## config.mk

```make
export PLATFORM = sky130hd
export DESIGN_NAME = insertion_sorter
export DESIGN_NICKNAME = d
export VERILOG_FILES = /design/src/rtl/core/isort_pkg.sv /design/src/rtl/core/isort_cell.sv /design/src/rtl/core/insertion_sorter.sv
export SDC_FILE = /design/constraint.sdc
export NUM_CORES = 2
export LEC_CHECK = 0
export BUFFER_PORTS_ARGS = -buffer_cell sky130_fd_sc_hd__buf_2
export CORE_UTILIZATION = 44
export DETAILED_ROUTE_END_ITERATION = 10
export SLEW_MARGIN = 20
export SYNTH_ARGS = -nofsm -noshare
export SYNTH_HDL_FRONTEND = slang
export SYNTH_SLANG_ARGS = --single-unit
```

## constraint.sdc

```tcl
create_clock -name clk -period 6.8 [get_ports clk]
set_input_delay 1.02 -clock clk [delete_from_list [all_inputs] [get_ports clk]]
set_output_delay 1.02 -clock clk [all_outputs]
set_load 0.02 [all_outputs]
```

## src/rtl/core/isort_pkg.sv

```systemverilog
`timescale 1ns / 1ps
// isort_pkg: shared constants and types for the insertion sorter
// no dependencies; used by isort_cell, insertion_sorter and the test bench
package isort_pkg;

  localparam int CAPACITY = 16;
  localparam int DATA_W   = 32;

  // one request: value to insert, last closes the set
  typedef struct packed {
    logic signed [DATA_W-1:0] value;
    logic                     last;
  } req_t;

  // one result of the sorted run
  typedef struct packed {
    logic signed [DATA_W-1:0] sorted_value;
    logic                     final_res;
    logic                     overflow;
  } res_t;

  // per-cycle command broadcast to every cell of the chain
  typedef struct packed {
    logic insert;  // place the broadcast value, larger entries move up
    logic shift;   // every entry moves one place towards cell zero
  } cell_ctrl_t;

endpackage

```

## src/rtl/core/isort_cell.sv

```systemverilog
`timescale 1ns / 1ps
// isort_cell: one place of the sorted chain, holds one entry and its valid bit
// depends on isort_pkg
module isort_cell (
  input  logic                                    clk,
  input  logic                                    rst,
  input  isort_pkg::cell_ctrl_t                   ctrl,
  input  logic signed [isort_pkg::DATA_W-1:0]     ins_value,
  input  logic signed [isort_pkg::DATA_W-1:0]     left_value,
  input  logic                                    left_gt,
  input  logic                                    left_valid,
  input  logic signed [isort_pkg::DATA_W-1:0]     right_value,
  input  logic                                    right_valid,
  output logic signed [isort_pkg::DATA_W-1:0]     value,
  output logic                                    valid,
  output logic                                    gt
);
  import isort_pkg::*;

  logic signed [DATA_W-1:0] value_next;
  logic                     valid_next;

  // an empty place counts as larger than anything
  assign gt = !valid || (value > ins_value);

  always_comb begin
    value_next = value;
    valid_next = valid;
    if (ctrl.shift) begin
      value_next = right_value;
      valid_next = right_valid;
    end else if (ctrl.insert) begin
      valid_next = valid || left_valid;
      if (gt) begin
        value_next = left_gt ? left_value : ins_value;
      end
    end
  end

  always_ff @(posedge clk) begin
    value <= value_next;
    if (rst) begin
      valid <= 1'b0;
    end else begin
      valid <= valid_next;
    end
  end

endmodule

```

## src/rtl/core/insertion_sorter.sv

```systemverilog
`timescale 1ns / 1ps
// insertion_sorter: stable ascending sort of signed 32-bit values in a chain of cells
// order: a request is inserted in the cycle it is accepted, unless the chain is full;
//   after the last request the state turns to drain, and once the output register is
//   free, one result per cycle while the consumer takes them (count <= CAPACITY results)
// throughput: one request per cycle while collecting; no requests during the drain
// reset: synchronous, clears every cell's valid bit, the dropped flag, res_valid and the state
module insertion_sorter (
  input  logic              clk,
  input  logic              rst,
  input  logic              req_valid,
  output logic              req_ready,
  input  isort_pkg::req_t   req,
  output logic              res_valid,
  input  logic              res_ready,
  output isort_pkg::res_t   res
);
  import isort_pkg::*;

  // state codes
  localparam logic ST_COLLECT = 1'b0;  // taking requests, building the sorted chain
  localparam logic ST_DRAIN   = 1'b1;  // shifting entries out from cell zero

  logic       state;
  logic       state_next;
  logic       dropped;
  logic       dropped_next;
  logic       res_valid_next;
  res_t       res_next;

  cell_ctrl_t ctrl;
  logic       accept;
  logic       full;
  logic       load;

  // chain wiring, one element per cell
  logic signed [DATA_W-1:0] cell_value [CAPACITY];
  logic                     cell_valid [CAPACITY];
  logic                     cell_gt    [CAPACITY];
  logic signed [DATA_W-1:0] left_value [CAPACITY];
  logic                     left_gt    [CAPACITY];
  logic                     left_valid [CAPACITY];
  logic signed [DATA_W-1:0] right_value[CAPACITY];
  logic                     right_valid[CAPACITY];

  // chain is full once the top cell holds an entry
  assign full      = cell_valid[CAPACITY-1];
  assign req_ready = (state == ST_COLLECT);
  assign accept    = req_valid && req_ready;

  // output register empty or being emptied: pop the head of the chain
  assign load = (state == ST_DRAIN) && (!res_valid || res_ready);

  assign ctrl.insert = accept && !full;
  assign ctrl.shift  = load;

  genvar i;
  generate
    for (i = 0; i < CAPACITY; i++) begin : g_cell
      // neighbour links; cell zero sees an always-occupied, never-larger left side
      if (i == 0) begin : g_first
        assign left_value[i] = req.value;
        assign left_gt[i]    = 1'b0;
        assign left_valid[i] = 1'b1;
      end else begin : g_mid
        assign left_value[i] = cell_value[i-1];
        assign left_gt[i]    = cell_gt[i-1];
        assign left_valid[i] = cell_valid[i-1];
      end
      // top cell is refilled with an empty place when draining
      if (i == CAPACITY-1) begin : g_top
        assign right_value[i] = cell_value[i];
        assign right_valid[i] = 1'b0;
      end else begin : g_low
        assign right_value[i] = cell_value[i+1];
        assign right_valid[i] = cell_valid[i+1];
      end

      isort_cell u_cell (
        .clk         (clk),
        .rst         (rst),
        .ctrl        (ctrl),
        .ins_value   (req.value),
        .left_value  (left_value[i]),
        .left_gt     (left_gt[i]),
        .left_valid  (left_valid[i]),
        .right_value (right_value[i]),
        .right_valid (right_valid[i]),
        .value       (cell_value[i]),
        .valid       (cell_valid[i]),
        .gt          (cell_gt[i])
      );
    end
  endgenerate

  // control: collect until the last request, then drain the chain
  always_comb begin
    state_next     = state;
    dropped_next   = dropped;
    res_valid_next = res_valid;
    res_next       = res;

    if (res_valid && res_ready) begin
      res_valid_next = 1'b0;
    end

    case (state)
      ST_COLLECT: begin
        if (accept) begin
          // a request that finds the chain full is lost, last or not
          if (full) begin
            dropped_next = 1'b1;
          end
          if (req.last) begin
            state_next = ST_DRAIN;
          end
        end
      end
      ST_DRAIN: begin
        if (load) begin
          res_valid_next        = 1'b1;
          res_next.sorted_value = cell_value[0];
          // head is final when nothing sits behind it
          res_next.final_res    = !cell_valid[1];
          res_next.overflow     = dropped;
          if (!cell_valid[1]) begin
            state_next   = ST_COLLECT;
            dropped_next = 1'b0;
          end
        end
      end
      default: begin
        state_next = ST_COLLECT;
      end
    endcase
  end

  always_ff @(posedge clk) begin
    res <= res_next;
    if (rst) begin
      state     <= ST_COLLECT;
      dropped   <= 1'b0;
      res_valid <= 1'b0;
    end else begin
      state     <= state_next;
      dropped   <= dropped_next;
      res_valid <= res_valid_next;
    end
  end

endmodule

```

# Yosys cells after proc, flatten, opt, wreduce, memory -nomap -nowiden
# Cells that the tools add are included.
# totals
inputBits	37
word_cells	251
register_bits	565
# classes
magnitude_cmp	16
bitwise_logic	2
mux	103
n_eq_ne	4
reduce_logical	88
# ops
operator	n
$mux W32	60
$gt A32 B32 Y1	16
$mux W1	41
$logic_or A1 B1 Y1	32
$reduce_and A2 Y1	16
$reduce_bool A2 Y1	16
$logic_not A1 Y1	17
$ne A2 B1 Y1 const B	3
$logic_and A1 B1 Y1	4
$pmux W1 S2	2
$reduce_and A4 Y1	1
$reduce_and A3 Y1	1
$ne A2 B2 Y1 const B	1
$not A1 Y1	2
$reduce_or A2 Y1	1

# Depth between registers and ports, before layout
# depth
ltp_word	6
ltp_mapped	12
depth_no_buf	10

# Modules after synthesis
# Synthesis repeated with hierarchy kept, for this count alone.
# hier_totals
hier_cells	4291
area_unflattened_um2	42065.3
# modules_own_cells
mod	instances	area_each_um2	seq_area_each_um2	cells_each
isort_cell	16	2556.2	980.9	265
insertion_sorter	1	1166.1	1081.0	51

# Least setup slack after synthesis
# Ideal clock, no wire load.
# synth_timing
path_type	in2reg
start	input req[26] in the netlist's numbering
end	register g_cell[1].u_cell.value[0] in the netlist's numbering (enable)
path_slack_ps	1278
arrival_ps	5052
cell_stages	10
t_required_ps	6330
n_path_buf	1
setup_time_ps	470
path_cell_list	inv_1 > ha_1 > a21oi_1 > o21a_1 > a21o_1 > a31oi_1 > nor2_1 > a31o_2 > clkbuf_1 > o31ai_1
# synth_via
elab_chain_len	4
# synth_lines
element	line_no	source
start, declared	insertion_sorter.sv:13	input isort_pkg::req_t req,
$gt A32 B32 Y1	isort_cell.sv:24	assign gt = !valid || (value > ins_value);
$logic_or A1 B1 Y1	isort_cell.sv:24	
$reduce_bool A2 Y1 (no line)	--	
$reduce_and A2 Y1 (no line)	--	
end signal, assigned	isort_cell.sv:41	value <= value_next;
end, declared	isort_cell.sv:14	output logic signed [isort_pkg::DATA_W-1:0] value,
# No other way between the ends.
# A chain may end at the register's enable or synchronous reset.

# Worst setup path after layout
# layout_timing
start	input req[26] in the netlist's numbering
end	register g_cell[2].u_cell.value[17] in the netlist's numbering (enable)
# layout_via
elab_chain_len	4
# layout_lines
element	line_no
$gt A32 B32 Y1	isort_cell.sv:24
$logic_or A1 B1 Y1	isort_cell.sv:24
$reduce_bool A2 Y1 (no line)	--
$reduce_and A2 Y1 (no line)	--
end signal, assigned	isort_cell.sv:41
end, declared	isort_cell.sv:14
# No other way between the ends.

==> summary.txt <==
Clock network
  • Postcts setup bufs: 0
  • Clock transition at path regs: 0.06 ns
  • Hold Buf Count CTS: 0
  • Clk_lat worst skew: 0.61 ns
  • CTS tree: built
  • CTS H-tree depth: 3
  • Clock sink count: 565
  • Post-CTS Resized: 0
  • Cts bufs inserted: 68
  • Maximum clock path buffer count: 3
  • Root Buffer Master: clkbuf_16

STA
  • Worst slew margin: 17.7%
  • Fin. Hold Viols: 0
  • Clk_skew: 0.0213 ns
  • Fin. max-slew vios: 0
  • Worst Tran Pin Value: 1.22 ns
  • RSZ-0062 raised after global routing: false
  • F_max: 197 MHz
  • Setup WS post-layout: 1.73 ns
  • Post-Route Setup TNS: 0 ns
  • Endpoints failing setup: 0
  • Fin crit period: 5.07 ns
  • Final worst path period share: 74.6%
  • Hold WS: 0.441 ns

Run status
  • Run status: finished, final reports clean

Yosys
  • Compound-Gate Fraction of Synth Area: 17.6%
  • Syn Nets: 4229
  • Avg Synthesized Cell Area: 10.1 sq um
  • Yosys reg bits: 565
  • EDFF count, synth: 546
  • Proportion of synthesized area in mux cells: 1.28%
  • Adder-cell area share of the yosys netlist: 16.0%
  • Largest family of logic cells by synthesized area: compound AO/OA/AOI/OAI gates
  • Synth warn: 0
  • Cells after synthesis: 3712
  • Post-synth ARST share: 0%
  • Sequential share of the synthesized area: 44.7%
  • Simple-gate area share of the yosys netlist: 16.6%
  • Xor-xnor portion of the synthesized cell area: 0%
  • Synth unique cells: 58
  • Mapped cell area: 37500 sq um
  • Top_reg_cell synth: edfxtp_1

Cells and area
  • Fin cells: 4843
  • Final #Nets: 4175
  • Share of cells above drive strength 1: 8.79%
  • Synth-to-layout area growth: 9.35%
  • # fillers: 7859

Power
  • Worst vdd ir: 0.203 mV
  • Comb power frac: 29.5%
  • Switching Share: 35.5%
  • Internal: 8.68 mW
  • Sequential share of power: 43.5%
  • LEAKAGE: 16.2 nW
  • PD cells: 328 nW/um^2
  • Clock group share of total power: 27.0%
  • Psw: 4.78 mW

Die
  • Core Area: 84000 sq um
  • Die width: 294 um
  • Die Y: 294 um
  • Rows: 106
  • Starting Density: 44.7%
  • IO Pins: 73
  • Die area: 86400 sq um

Min path
  • HP Class: flip-flop to flip-flop

Routing
  • DRT Pass-1 Iters: 5
  • Vias per cell: 6.33
  • DR iter-0 viols: 2828
  • Total number of vias: 30700
  • Drt wl/cell: 25.3 um
  • # DRC: 0
  • Post-detailed-route count of antenna-violating nets: 0
  • Drt total wl: 123 mm

Run
  • Max-cap violations: 0

Global route
  • All-Layer GR Usage: 28.2%
  • Largest net degree at the start of global routing: 149
  • Gr ovfl total: 0
  • Global-route wire length before repair: 185 mm
  • Initial antenna violation count: 5
  • Vias in the first global route: 29600

Worst setup path
  • CP Data Required Time: 7.03 ns
  • Type of the worst setup path: input port to flip-flop
  • FF-to-FF setup slack: 2.36 ns
  • Worst setup EP type: flip-flop
  • Critical path peak fanout: 33
  • Critical path startpoint category: input port
  • CP Data Arrival Time: 5.31 ns

Placed design
  • Post-DP HPWL: 88.3 mm
  • DP Worst Slack: 1.14 ns
  • Cells after DPL: 4722
  • Port-buffer cells: 72
  • Global placer's final weighted congestion: 0.908
## power by group through the flow
stage | logic (mW) | clock network, mW | registers, mW
floorplan | 2.87 | 0 | 5.51
global placement | 3.77 | 0 | 5.93
detailed placement | 3.90 | 0 | 5.91
CTS | 3.91 | 3.67 | 5.85
global route | 4.46 | 3.78 | 5.93
finish | 3.97 | 3.64 | 5.85
## through the flow
| step | area, sq um | power [mW] | util (%) |
|---|---|---|---|
| 6_report | 41000 | 13.5 | 48.8 |
| 5_1_grt | 41000 | 14.2 | 48.8 |
| 4_1_cts | 41000 | 13.4 | 48.8 |
| 3_5_place_dp | 38900 | 9.81 | 46.3 |
| 3_3_place_gp | 38800 | 9.70 | 46.3 |
| 2_1_floorplan | 37500 | 8.37 | - |
## cells in the final DEF, fill, tap and decap left out, drive strengths merged, types with 24 or more instances in the layout
cell | netlist | layout
nand3 | 438 | 438
a31oi | 36 | 36
clkbuf | 153 | 97
o211ai | 425 | 425
nor4 | 24 | 24
nand2 | 612 | 612
a21oi | 203 | 203
ha | 480 | 480
buf | 103 | 132
a21o | 85 | 85
mux2 | 32 | 32
nor2 | 70 | 70
edfxtp | 546 | 546
nand4 | 105 | 105
nor2b | 25 | 25
o21ai | 92 | 92
nor3 | 36 | 36
inv | 86 | 87
## critical path, stage by stage
cell	delay, ns
buf_2	0.12
inv_1	0.59
ha_1	0.28
nand4_1	0.22
nor4_1	0.96
nor3b_1	0.27
a2111oi_0	0.13
nor2_4	0.65
buf_4	0.44
nand2_1	0.08
nand2_1	0.08
buf_4	0.42
## worst paths after layout
kind	start	to	depth (start not counted)
worst min register to register	dropped$_SDFFE_PP0P_	res[0]$_DFFE_PP_	0
worst max register to register	g_cell[2].u_cell.value[27]$_DFFE_PP_	g_cell[2].u_cell.value[17]$_DFFE_PP_	10
worst min-delay path	dropped$_SDFFE_PP0P_	res[0]$_DFFE_PP_	0
worst max-delay path	req[26]	g_cell[2].u_cell.value[17]$_DFFE_PP_	12
## sequential cells by signal, summed over array words and instances (netlist names)
signal,cells
res_valid,1
g_cell.u_cell.value,512
dropped,1
state,1
g_cell.u_cell.valid,16
res,34
## layout make-up
type	count	area, sq um	area share (%)
Timing Repair Buffer	132	868	2.12
Clock buffer	97	1900	4.64
Tap cell	1134	1420	3.46
Multi-Input combinational cell	2805	19500	47.5
Inverter	86	330	0.805
Antenna cell	1	2.50	0.00610
Clock inverter	23	224	0.546
Sequential cell	565	16800	40.9
## logic make-up (layout without fill, tap and decap cells)
kind of cell | Yosys count | after routing
buf+inv | 342 | 338
fa+ha+maj | 480 | 480
simple gates | 1344 | 1344
other cells | 0 | 1
mux | 33 | 33
compound gates | 948 | 948
flops | 565 | 565
## cells in the mapped netlist (3+ instances only)
cell type | instances | area (sq um)
o211ai_2 | 31 | 388
buf_1 | 59 | 221
nor3b_1 | 10 | 75.1
mux2_4 | 29 | 435
o221ai_1 | 13 | 114
a221oi_1 | 13 | 114
nor2_1 | 70 | 263
nor4_1 | 24 | 150
ha_1 | 480 | 6010
a211oi_1 | 19 | 143
buf_6 | 9 | 101
a32o_1 | 11 | 110
edfxtp_1 | 546 | 16400
a31oi_1 | 36 | 225
clkbuf_1 | 153 | 574
and3_1 | 11 | 68.8
a2111oi_0 | 18 | 158
nor3_1 | 36 | 180
nand2b_1 | 4 | 25.0
mux2_1 | 3 | 33.8
dfxtp_1 | 19 | 380
o21ai_0 | 89 | 445
a211o_1 | 10 | 87.6
o21a_1 | 7 | 52.6
nor2b_1 | 25 | 156
nand2_1 | 612 | 2300
nand4_1 | 104 | 651
buf_2 | 34 | 170
nand3_2 | 17 | 170
a21oi_1 | 203 | 1020
inv_1 | 85 | 319
o211ai_1 | 394 | 2960
o21ai_1 | 3 | 15.0
a21o_1 | 85 | 638
nand3_1 | 421 | 2110
## metal layers
metal  vias up  global-route usage [%]  share of wire, %
met1     15000                    38.2                43
met2      1132                    46.2                47
met5         -                       0             0.032
met4         6                    8.45               3.0
met3       208                    4.58               7.0
li1      14300                       -                 -
Power figures use the tool's default switching activity.
